<file path="config.mk">
export PLATFORM = sky130hd
export DESIGN_NAME = bnms_ram
export DESIGN_NICKNAME = d
export VERILOG_FILES = /design/src/design/bnms_ram.sv
export SDC_FILE = /design/constraint.sdc
export NUM_CORES = 1
export LEC_CHECK = 0
export BUFFER_PORTS_ARGS = -buffer_cell sky130_fd_sc_hd__buf_4
export CORE_ASPECT_RATIO = 1.25
export CORE_MARGIN = 2
export CORE_UTILIZATION = 45
export CTS_CLUSTER_DIAMETER = 200
export CTS_CLUSTER_SIZE = 20
export DETAILED_ROUTE_END_ITERATION = 6
export GPL_TIMING_DRIVEN = 0
export PLACE_DENSITY = 0.67
export SKIP_LAST_GASP = 1
export SYNTH_ARGS = -nofsm -noshare
export SYNTH_HDL_FRONTEND = slang
export SYNTH_SLANG_ARGS = --single-unit
</file>
<file path="constraint.sdc">
create_clock -name clk -period 1.75 [get_ports clk]
set_input_delay 0 -clock clk [delete_from_list [all_inputs] [get_ports clk]]
set_output_delay 0 -clock clk [all_outputs]
set_load 0.03 [all_outputs]
</file>
<file path="src/design/bnms_ram.sv">
// generic single write port, single read port ram with registered read
// no dependencies
module bnms_ram #(
	parameter int WIDTH = 8,
	parameter int DEPTH = 64
) (
	input  logic                     clk,
	input  logic                     we,
	input  logic [$clog2(DEPTH)-1:0] waddr,
	input  logic [WIDTH-1:0]         wdata,
	input  logic [$clog2(DEPTH)-1:0] raddr,
	output logic [WIDTH-1:0]         rdata
);

	logic [WIDTH-1:0] mem [DEPTH];

	always_ff @(posedge clk) begin
		if (we) begin
			mem[waddr] <= wdata;
		end
		rdata <= mem[raddr];
	end

endmodule

</file>
# After elaboration in Yosys (flattened, before gate mapping)
# Memories as Yosys holds them, arrays and structs flattened. A register that Yosys moved wholly into a read port is not among the register bits.
# Cells that the tools add are included.
[totals]
reg_bits = 0
ramBits = 512
in_bits = 22
output_inout_bits = 8
mem_count = 1
[memory_table]
columns = ["memory", "depth", "word_bits", "read_ports", "rd_ports_with_merged_regs", "wr", "line", "rtl"]
rows = [
  ["mem", 64, 8, 1, 1, 1, "15", "logic [WIDTH-1:0] mem [DEPTH];"],
]
[op_classes]
n_mux = 2
[ops]
columns = ["cell", "n"]
rows = [
  ["$mux W1", 2],
]

# Longest topological paths before layout
[depth]
ltp_word = 2
mapped_depth = 9
ltp_nobuf = 5

# Worst setup path before layout
# Ideal clock, no wire load.
[synth_path]
path_kind = "register to register"
from = "memory mem[29][4]"
to = "register rdata[4] (read register of mem)"
setup_time_ns = 0.132
t_arrival_ns = 1.560
t_required_ns = 1.618
slack_ns = 0.058
path_stages_with_launch = 6
path_buffers = 0
cell_sequence = "edfxtp_1 > mux4_2 > mux2_2 > o221a_2 > nor3_1 > o32ai_1"
[synth_rtl]
columns = ["element", "line", "rtl"]
rows = [
  ["start, declared", "15", ""],
  ["end, declared", "12", "output logic [WIDTH-1:0] rdata"],
]

==> results by group <==
Drt
  – DRT iter0 DRCs: 1,172
  – DR WL met3: 3.41 mm
  – Avg WL per Cell: 29.8 µm
  – Final ANT Viol Nets: 0
  – M1 wire length: 18.1 mm
  – Vias: 9,708
  – Drt drc: 0
  – DR top layer: met5
  – WL met2: 24.1 mm
  – Drt pass-1 iters: 6
  – Total Wirelength: 47.4 mm
  – Via/cell ratio: 6.10

Power
  – Combinational power share: 6.8%
  – Clk network pwr share: 31.1%
  – Overall power: 22,200 µW
  – Net switching power: 4750 µW
  – Int Power: 17,500 µW
  – LEAKAGE: 0.00670 µW
  – Peak VDD IR: 0.000824 V
  – Sequential power share: 62.1%
  – PD cells: 1000 mW/mm²
  – Switching share of power: 21.4%

Worst setup path
  – Slowest stage delay, CP: 0.49 ns
  – CP required: 2.20 ns
  – CP Max Fanout: 1
  – Top Family by Delay on Critical Path: multiplexers
  – Crit path launch type: register
  – CP Buf/Inv Count: 0
  – CP endpoint kind: register
  – Cell at the slowest stage of the critical path: mux4_2
  – Cells along the critical path: mux4_2 > mux2_4 > o221a_4 > nor3_4 > o32ai_2
  – Critical path class: reg -> reg
  – CP Data Arrival Time: 2.38 ns

Logic synthesis
  – Syn_area_per_cell: 21.5 µm²
  – Synth cell types: 40
  – Area fraction of the dominant cell type after synthesis: 76.2%
  – Leading area contributor after synthesis: edfxtp_1
  – Ranking of synthesized cells by area: edfxtp_1, mux4_2, nor2_1
  – Synthesized area: 0.0202 mm²
  – Register area share after synthesis: 77.0%
  – Yosys reg bits: 520
  – Net count after synthesis: 962
  – Post-synthesis cell count: 940
  – Syn. warnings: 0

Final layout
  – Diode count: 0
  – Area Overhead vs Synth: 9.74%
  – Filler Cells Inserted: 3,558
  – Post-Layout Cell Count: 1,592
  – Commonest non-fill, non-tap cell in the layout: edfxtp_1
  – Commonest non-fill, non-tap cells in the layout: edfxtp_1, mux4_2, nor2_1
  – Nets: 1,020
  – Layout cells sized above 1: 25.3%

Clocking
  – Clk root buf: clkbuf_16
  – CTS H-Tree Depth: 1
  – CTS tree: yes
  – CTS Buffer Depth: 3
  – Worst-skew pair later-pin latency: 0.59 ns
  – Reg clk slew, reported paths: 0.08 ns
  – CTS Buf Count: 29
  – Clock Sinks: 520

Timing
  – Worst-margin pin slew: 1.11 ns
  – Post-route minimum period: 1.93 ns
  – Final hold vios: 5
  – Post-route worst setup slack: -0.180 ns
  – Final setup skew: 0.0146 ns
  – Final period util: 110%
  – Hold_ws: -0.00500 ns
  – Max-slew violations: 0
  – RSZ-0062 raised after global routing: yes
  – Setup TNS: -1.15 ns
  – Fmax: 518 MHz
  – Relative slew slack: 25.5%
  – Final setup vio count: 16

Floorplanning
  – IO Pins: 30
  – Die X: 193 µm
  – Die height: 241 µm
  – Full die area: 0.0465 mm²
  – Initial core utilization: 45.7%
  – Core area: 0.0441 mm²
  – Num rows: 86

Run status
  – Outcome: finished, violations left
  – Violated checks: negative hold slack, negative setup slack

GRT
  – Largest net degree at the start of global routing: 65
  – Vias in the first global route: 9,714
  – Final global-route overflow total: 0
  – Antenna violations before repair: 2
  – Global-route wire length before repair: 68.2 mm
  – Gr usage total: 20.5%

Flow run
  – Max Cap Violations: 0

Worst hold path
  – Hold Path Class: in -> reg

Place
  – Placer Congestion: 0.887
  – HPWL Detailed: 30.2 mm
  – Placed Instances: 1,533
  – Number of buffers added on ports: 21
[repair_timing]
item,CTS,global route
pin swaps,4,0
gates resized for setup,31,29
endpoints found under the setup margin,8,98
hold buffers,6,0
endpoints found under the hold margin,229,0
buffers inserted,0,0
[power groups by stage]
stage                     clock network (µW)  logic, µW  registers, µW
after floorplan                            0        735          14100
after global placement                     0       1400          14100
after detailed placement                   0       1430          14100
after CTS                               7030       1480          13800
after global routing                    7440       1570          13800
final                                   6920       1500          13800
[worst reg2reg max path, stage by stage (launching register included)]
cell and delay [ns]:
edfxtp_1 0.38, mux4_2 0.49, mux2_4 0.30, o221a_4 0.29, nor3_4 0.22, o32ai_2 0.12
[layout make-up]
type                    count  area [µm²]  share of cell area (%)
multi-input cells         369        4520                    20.4
plain buffers              51         327                    1.48
clock buffers              53         816                    3.69
well taps                 572         716                    3.23
repair buffers             27         218                   0.984
flip-flops and latches    520       15500                    70.2
[synth_stat cells]
library cell  count
mux4_2          126
mux2_2           13
nand3b_1          3
buf_4            13
and2_1            1
o221ai_1          8
buf_2            11
buf_12            2
o2bb2ai_1         3
o21ai_0           2
nand2b_1          7
nor4_1            2
buf_1             4
o22ai_1           8
nand4b_1          1
a2111oi_0         2
o21a_1            2
edfxtp_1        512
a31oi_1           1
o221a_2           2
o41ai_1           2
a211oi_1          4
a221oi_1          6
a22oi_1           3
or3_1             1
clkbuf_1         17
a21oi_1           3
mux2i_1          23
nor3_1            7
nor2b_1          14
dfxtp_1           8
buf_6             4
nand4_1           2
nor2_1           83
o32ai_1           2
o2111ai_1         3
nand3_1          13
o21ai_1           2
o311ai_1          1
nand2_1          19
[registers in the layout (all words and copies together) (netlist names)]
name and flops:
mem 512, rdata 8
[layer usage]
layer,global-route usage [%],vias to the layer above
met5,0,-
met4,7.80,4
met3,2.92,100
met2,35.7,430
met1,26.5,5147
li1,-,4027
[final timing paths]
kind                            slack, ns        from  depth (start not counted)         to
worst max-delay path                -0.18  mem[29][4]                          5   rdata[4]
worst min register to register       0.95  mem[34][0]                          4   rdata[0]
worst min-delay path               -0.005    wdata[1]                          1  mem[5][1]
worst max register to register      -0.18  mem[29][4]                          5   rdata[4]
[cell families (layout without fill, tap and decap cells)]
logic type / count (synthesis) / count (layout) / share of synthesized area, %
compound gates: 54 / 54 / 2.07
buf+inv: 51 / 131 / 1.57
mux: 162 / 162 / 15.9
flops: 520 / 520 / 77.0
simple gates: 153 / 153 / 3.39
[per-stage QoR]
stage / utilization (%) / worst slack, ns / instance area, µm² / hold slack (ns)
2_1_floorplan: - / 0.0578 / 20200 / 0.0989
5_1_grt: 50.2 / -0.202 / 22100 / 0.0135
4_1_cts: 50.0 / -0.176 / 22100 / 0.00598
3_5_place_dp: 47.7 / -1.00 / 21000 / 0.352
3_3_place_gp: 47.7 / -1.01 / 21000 / 0.352
6_report: 50.2 / -0.180 / 22100 / -0.00500
(Power assumes the default switching activity.)
