===== src/design/bnms_pkg.sv =====
// shared types, constants and helpers for the box nms engine
// no dependencies
package bnms_pkg;

	localparam int MAX_BOXES = 64;
	localparam int IDX_W     = $clog2(MAX_BOXES);
	localparam int CNT_W     = $clog2(MAX_BOXES + 1);
	localparam int RANK_W    = 6;
	localparam int Q16_W     = 17;
	localparam int EDGE_W    = 19;
	localparam int AREA_W    = 33;
	localparam int UNI_W     = 34;
	localparam int MUL_A_W   = 34;
	localparam int MUL_B_W   = 17;
	localparam int MUL_P_W   = MUL_A_W + MUL_B_W;
	localparam int ADDR_W    = 3;

	localparam logic [Q16_W-1:0] Q16_ONE       = 17'h10000;
	localparam logic [Q16_W-1:0] SCORE_THR_RST = 17'd32768;
	localparam logic [Q16_W-1:0] OVL_THR_RST   = 17'd19661;

	// register index taken from paddr[2]
	localparam logic REG_SCORE_THR = 1'b0;
	localparam logic REG_OVL_THR   = 1'b1;

	typedef struct packed {
		logic [Q16_W-1:0] score;
		logic [Q16_W-1:0] left;
		logic [Q16_W-1:0] top;
		logic [Q16_W-1:0] right;
		logic [Q16_W-1:0] bottom;
	} box_t;

	localparam int BOX_W = $bits(box_t);

	typedef struct packed {
		logic done;
		logic suppress;
	} ovl_rsp_t;

	typedef enum logic [2:0] {
		OVL_IDLE,
		OVL_INTER,
		OVL_AREA_A,
		OVL_AREA_B,
		OVL_UNION,
		OVL_CMP
	} ovl_state_t;

	typedef enum logic [3:0] {
		S_LOAD,
		S_SC_NEXT,
		S_SC_RD,
		S_SC_CMP,
		S_SC_WR,
		S_NM_NEXT,
		S_NM_CUR,
		S_NM_J,
		S_NM_JLAT,
		S_NM_WAIT,
		S_EM_NEXT,
		S_EM_OUT,
		S_EMPTY,
		S_CLEAR
	} nms_state_t;

	function automatic logic [Q16_W-1:0] clamp_edge(input logic signed [EDGE_W-1:0] v);
		logic [Q16_W-1:0] r;
		if (v < 0) begin
			r = '0;
		end else if (v > $signed({2'b00, Q16_ONE})) begin
			r = Q16_ONE;
		end else begin
			r = v[Q16_W-1:0];
		end
		return r;
	endfunction

endpackage


===== src/design/bnms_overlap.sv =====
// iou overlap test stepped through a state sequence with one shared multiplier
// depends on bnms_pkg
module bnms_overlap (
	input  logic                      clk,
	input  logic                      arst_n,
	input  logic                      start,
	input  bnms_pkg::box_t            box_a,
	input  bnms_pkg::box_t            box_b,
	input  logic [bnms_pkg::Q16_W-1:0] thr,
	output bnms_pkg::ovl_rsp_t        rsp
);
	import bnms_pkg::*;

	ovl_state_t state_q, state_d;

	logic [Q16_W-1:0] iw_q, ih_q, wa_q, ha_q, wb_q, hb_q;
	logic [AREA_W-1:0] inter_q, area_a_q, area_b_q;
	logic [UNI_W-1:0] uni_q;

	logic [Q16_W-1:0] x0, x1, y0, y1, iw, ih;
	logic [MUL_A_W-1:0] mul_a;
	logic [MUL_B_W-1:0] mul_b;
	logic [MUL_P_W-1:0] prod;

	// intersection extents
	always_comb begin
		x0 = (box_a.left > box_b.left) ? box_a.left : box_b.left;
		x1 = (box_a.right < box_b.right) ? box_a.right : box_b.right;
		y0 = (box_a.top > box_b.top) ? box_a.top : box_b.top;
		y1 = (box_a.bottom < box_b.bottom) ? box_a.bottom : box_b.bottom;
		iw = (x1 > x0) ? x1 - x0 : '0;
		ih = (y1 > y0) ? y1 - y0 : '0;
	end

	always_comb begin
		state_d = state_q;
		unique case (state_q)
			OVL_IDLE:   if (start) state_d = OVL_INTER;
			OVL_INTER:  state_d = OVL_AREA_A;
			OVL_AREA_A: state_d = OVL_AREA_B;
			OVL_AREA_B: state_d = OVL_UNION;
			OVL_UNION:  state_d = OVL_CMP;
			OVL_CMP:    state_d = OVL_IDLE;
			default:    state_d = OVL_IDLE;
		endcase
	end

	// shared multiplier operand select
	always_comb begin
		mul_a = '0;
		mul_b = '0;
		unique case (state_q)
			OVL_INTER: begin
				mul_a = MUL_A_W'(iw_q);
				mul_b = ih_q;
			end
			OVL_AREA_A: begin
				mul_a = MUL_A_W'(wa_q);
				mul_b = ha_q;
			end
			OVL_AREA_B: begin
				mul_a = MUL_A_W'(wb_q);
				mul_b = hb_q;
			end
			OVL_CMP: begin
				mul_a = uni_q;
				mul_b = thr;
			end
			default: begin
				mul_a = '0;
				mul_b = '0;
			end
		endcase
		prod = MUL_P_W'(mul_a) * MUL_P_W'(mul_b);
	end

	always_comb begin
		rsp.done     = (state_q == OVL_CMP);
		rsp.suppress = (state_q == OVL_CMP) && (uni_q != '0) &&
			(MUL_P_W'({inter_q, 16'h0000}) > prod);
	end

	always_ff @(posedge clk or negedge arst_n) begin
		if (!arst_n) begin
			state_q <= OVL_IDLE;
		end else begin
			state_q <= state_d;
		end
	end

	always_ff @(posedge clk) begin
		unique case (state_q)
			OVL_IDLE: begin
				if (start) begin
					iw_q <= iw;
					ih_q <= ih;
					wa_q <= box_a.right - box_a.left;
					ha_q <= box_a.bottom - box_a.top;
					wb_q <= box_b.right - box_b.left;
					hb_q <= box_b.bottom - box_b.top;
				end
			end
			OVL_INTER:  inter_q <= prod[AREA_W-1:0];
			OVL_AREA_A: area_a_q <= prod[AREA_W-1:0];
			OVL_AREA_B: area_b_q <= prod[AREA_W-1:0];
			OVL_UNION:  uni_q <= UNI_W'(area_a_q) + UNI_W'(area_b_q) - UNI_W'(inter_q);
			default: begin
			end
		endcase
	end

endmodule


===== config.mk =====
export PLATFORM = sky130hd
export DESIGN_NAME = bnms_overlap
export DESIGN_NICKNAME = d
export VERILOG_FILES = /design/src/design/bnms_pkg.sv /design/src/design/bnms_overlap.sv
export SDC_FILE = /design/constraint.sdc
export NUM_CORES = 2
export LEC_CHECK = 0
export BUFFER_PORTS_ARGS = -buffer_cell sky130_fd_sc_hd__buf_2
export CELL_PAD_IN_SITES_DETAIL_PLACEMENT = 1
export CELL_PAD_IN_SITES_GLOBAL_PLACEMENT = 2
export CORE_ASPECT_RATIO = 2
export CORE_MARGIN = 2
export CORE_UTILIZATION = 37
export CTS_BUF_LIST = sky130_fd_sc_hd__clkbuf_16
export DETAILED_ROUTE_END_ITERATION = 8
export PLACE_DENSITY = 0.78
export SETUP_SLACK_MARGIN = 0.02
export SLEW_MARGIN = 0
export SYNTH_ARGS = -nofsm -noshare
export SYNTH_HDL_FRONTEND = slang
export SYNTH_SLANG_ARGS = --single-unit
export TNS_END_PERCENT = 10

===== constraint.sdc =====
create_clock -name clk -period 11.5 [get_ports clk]
set_input_delay 1.15 -clock clk [delete_from_list [all_inputs] [get_ports clk]]
set_output_delay 1.15 -clock clk [all_outputs]
set_load 0.02 [all_outputs]

## Yosys cells after proc, flatten, opt, wreduce, memory -nomap -nowiden

Index checks and enable logic that the tools add are counted.

| storage, ports and cells | value |
|---|---|
| register bits | 238 |
| input bits | 190 |
| output and inout bits | 2 |
| logic and storage cells | 46 |

| operators by class | value |
|---|---|
| add/subtract/negate cells | 8 |
| multipliers | 1 |
| $lt $le $gt $ge | 7 |
| equal/unequal tests | 6 |
| multiplexer cells | 8 |
| reduce and logical (&&, ||, !) cells | 5 |

Operator list:

| cell | count |
|---|---|
| $pmux W34 S4 | 1 |
| $sub A17 B17 Y17 | 6 |
| $gt A17 B17 Y1 | 4 |
| $mux W17 | 4 |
| $pmux W17 S4 | 1 |
| $gt A49 B51 Y1 | 1 |
| $mul A34 B17 Y51 | 1 |
| $add A33 B33 Y34 | 1 |
| $lt A17 B17 Y1 | 2 |
| $reduce_bool A34 Y1 | 1 |
| $sub A34 B33 Y34 | 1 |
| $pmux W3 S5 | 1 |
| $eq A3 B2 Y1 const B | 2 |
| $eq A3 B3 Y1 const B | 2 |
| $eq A3 B1 Y1 const B | 1 |
| $logic_not A3 Y1 | 1 |
| $mux W3 | 1 |
| $logic_and A1 B1 Y1 | 2 |
| $ne A2 B2 Y1 const B | 1 |
| $reduce_and A2 Y1 | 1 |

## Longest topological paths before layout

| depth | value |
|---|---|
| word-level depth | 5 |
| mapped depth | 41 |
| mapped depth without buffers | 38 |

## Least setup slack after synthesis

Ideal clock, no wire load.

| timing | value |
|---|---|
| path type | input-to-reg |
| start point | in start |
| end point | reg ha_q[0], enable pin |
| setup time | 849 ps |
| data arrival time | 11,416 ps |
| required time | 10,651 ps |
| slack | -765 ps |
| cell stages on the path | 1 |
| buffers on the path | 0 |
| path through | nor4b_1 |

| on the way | value |
|---|---|
| cells in the longest elaborated chain, start to end | 1 |

Ends and longest elaborated chain:

| item | line | text |
|---|---|---|
| from (decl) | bnms_overlap.sv:6 | `input logic start,` |
| $reduce_and A2 Y1 (no source line) | -- |  |
| to (signal assigned) | bnms_overlap.sv:98 | `ha_q <= box_a.bottom - box_a.top;` |
| to (decl) | bnms_overlap.sv:16 | `logic [Q16_W-1:0] iw_q, ih_q, wa_q, ha_q, wb_q, hb_q;` |

Every way passes these cells.
A chain may end at the register's enable or synchronous reset.

==> results.json <==
{
  "outcome": "finished, violations left",
  "violations": "negative setup slack",
  "n_fill_cell": 12000,
  "period_minus_slack_ns": 11.75,
  "ant_nets": 0,
  "cp_slowest_cell": "fa_1",
  "synthArstFlopShare_pct": 1.26,
  "clock_sinks": 238,
  "max_freq_mhz": 85.1,
  "ys.flop_type": "edfxtp_1",
  "synth_edf_count": 235,
  "coreArea_mm2": 0.101,
  "dp_hpwl_um": 123000,
  "netlist_instances": 4206,
  "syn-num-nets": 5270,
  "drv_slew": 0,
  "synth_area_leaders": "fa_1, edfxtp_1, ha_1, inv_1, nand2_1",
  "place_congestion": 0.955,
  "wl_um": 146000,
  "period_share_pct": 102,
  "holdCritPathClass": "input pin to async pin",
  "vias": 31800,
  "first_pass_iters": 5,
  "pre_cts_ws_ns": -0.194,
  "tightest_slew_ns": 1.16,
  "fin_nets": 5563,
  "area.growth.synth_to_final_pct": 15.1,
  "drt_iter0_drc": 1338,
  "grt_max_degree": 53,
  "synth_most_common_cell": "inv_1",
  "ys_ff_latch": 238,
  "critPathLaunch": "state_q[2]",
  "rsz0062_at_grt": "true",
  "max_cap_viol_count": 0,
  "path_class": "flip-flop to primary output",
  "drive_above_1_share_pct": 12.2,
  "yosys.area.top_type": "fa_1",
  "synth_cell_types": 79,
  "synth_commonest_cells": "inv_1, nand2_1, fa_1, ha_1, nor2_1",
  "cp-end-kind": "primary output",
  "crit_path_max_fanout": 24,
  "skew_ns": 0.0141,
  "grt_pass1_vias": 36600,
  "hold_ws_ns": 0.354,
  "postLayoutSetupSlackWorst_ns": -0.248,
  "hold_viol": 0,
  "die_y_um": 456,
  "insertion_delay_ns": 0.58,
  "setup_viol": 1,
  "grt_overflow": 0,
  "antenna_found_initial": 15,
  "rows": 165,
  "portBuffers": 157,
  "max-slew-margin-rel_pct": 22.1,
  "cts_buffers": 22,
  "grt_usage_pct": 28.0,
  "yosysSeqAreaShare_pct": 18.9,
  "tritoncts": "built",
  "viasPerCell": 5.43,
  "htreeDepth": 1,
  "initial_utilization_pct": 37.4,
  "cp_data_arrival_time_ns": 10.60,
  "routedWlPerCell_um": 24.9,
  "cts-root-buf": "clkbuf_16",
  "path_clk_slew_ns": 0.07,
  "crit_required_ns": 10.35,
  "route.detailed.drc": 0,
  "die_area_mm2": 0.105,
  "die_w_um": 230,
  "post_dp_cell_area_mm2": 0.0422,
  "netlist_area_mm2": 0.0378,
  "ctsLongestPathBuffers": 3,
  "fin_setup_tns_ns": -0.248,
  "cp-start-kind": "flip-flop",
  "ios": 192,
  "synth_top_area_share_pct": 27.4,
  "ys_warn_count": 0,
  "grt_pass1_wl_um": 218000,
  "ctsHoldBuffers": 0,
  "slowest_delay_ns": 0.57,
  "r2r-start": "state_q[2]",
  "path_common_cell": "fa_1",
  "avgSynthCellArea_um2": 8.99,
  "design_area_mm2": 0.0435
}
[logic make-up after synthesis]
kind of cell,after synthesis,synth area share (%)
AND/OR/NAND/NOR,1251,14.6
buffers and inverters,976,9.75
adder cells (fa/ha/maj),874,39.2
AO/OA/AOI/OAI,649,12.2
flip-flops,238,18.9
XOR/XNOR,148,3.43
multiplexers,70,1.87
[final timing paths]
check / to / slack, ns / cells after the start
max in group asynchronous: state_q[0] / 11.03 / 1
hold / removal: state_q[2] / 0.35 / 1
hold reg to reg: uni_q[0] / 0.62 / 1
setup / recovery: rsp[0] / -0.25 / 35
min in group clk: uni_q[0] / 0.62 / 1
setup reg to reg: area_b_q[21] / 3.42 / 29
[routing by layer]
| metal | track usage, % | vias up | part of all wire, % |
|---|---|---|---|
| met1 | 24.1 | 16100 | 30 |
| met2 | 55.0 | 815 | 55 |
| li1 | - | 14400 | - |
| met4 | 25.5 | 20 | 11 |
| met5 | 0 | - | 0.090 |
| met3 | 3.14 | 525 | 3.1 |
[layout by cell type (no fill, tap or decap), types with 10 or more instances in the layout]
cell,instances
o21a_1,37
a211oi_1,15
a21oi_1,140
nor4_1,14
a221oi_1,16
nor2b_1,36
inv_1,814
nand2b_1,19
a221o_1,24
nand4_1,37
nand2_1,531
nand3_1,115
o2111ai_1,10
buf_4,229
and3_1,22
mux2i_1,64
o211ai_1,17
a221oi_2,10
o21bai_1,18
xor2_1,37
o31ai_1,38
o41ai_1,11
nor3_1,38
nor2_1,329
fa_1,514
and2_1,37
a22o_1,29
a211o_1,33
xnor2_1,111
a21o_1,71
buf_12,40
or3_1,24
clkbuf_16,22
buf_2,157
ha_1,355
edfxtp_1,235
o21ai_0,81
[registers in the layout, summed over array words and instances, names as in the netlist]
name / flops
state_q: 3
hb_q: 17
wb_q: 17
wa_q: 17
ih_q: 17
uni_q: 34
area_b_q: 33
inter_q: 33
area_a_q: 33
ha_q: 17
iw_q: 17
[timing repair]
action	4_1_cts	5_1_grt
pin swaps	14	1
setup buffers	14	0
gates resized for setup	44	6
endpoints found under the setup margin	1	1
cloned	5	0
[final cells by class]
cell class	instances	area [µm²]	share of cell area (%)
inverter	809	3040	6.98
antenna	7	17.5	0.0403
multi-input combinational	2992	27400	62.9
tap	1336	1670	3.84
clock buffer	22	551	1.27
sequential	238	7130	16.4
timing repair buffer	436	3540	8.14
clock inverter	17	200	0.460
[worst max-delay path: cells and delay by family (launching register included)]
kind	cells	cell delay [ns]
AO/OA/AOI/OAI	9	2.15
XOR/XNOR	1	0.14
adder cells (fa/ha/maj)	8	3.61
buffers and inverters	8	1.22
flip-flops	1	0.44
AND/OR/NAND/NOR	9	2.42
[metrics by stage]
| stage | util [%] | instances |
|---|---|---|
| after detailed placement | 41.7 | 5792 |
| after CTS | 43.0 | 5850 |
| after floorplan | - | 4206 |
| after global routing | 43.0 | 5851 |
| after global placement | 41.7 | 5792 |
| final | 43.0 | 5857 |
Power is not shown: default switching activity piles up to over one toggle a cycle in this logic, so the estimate is an artifact.
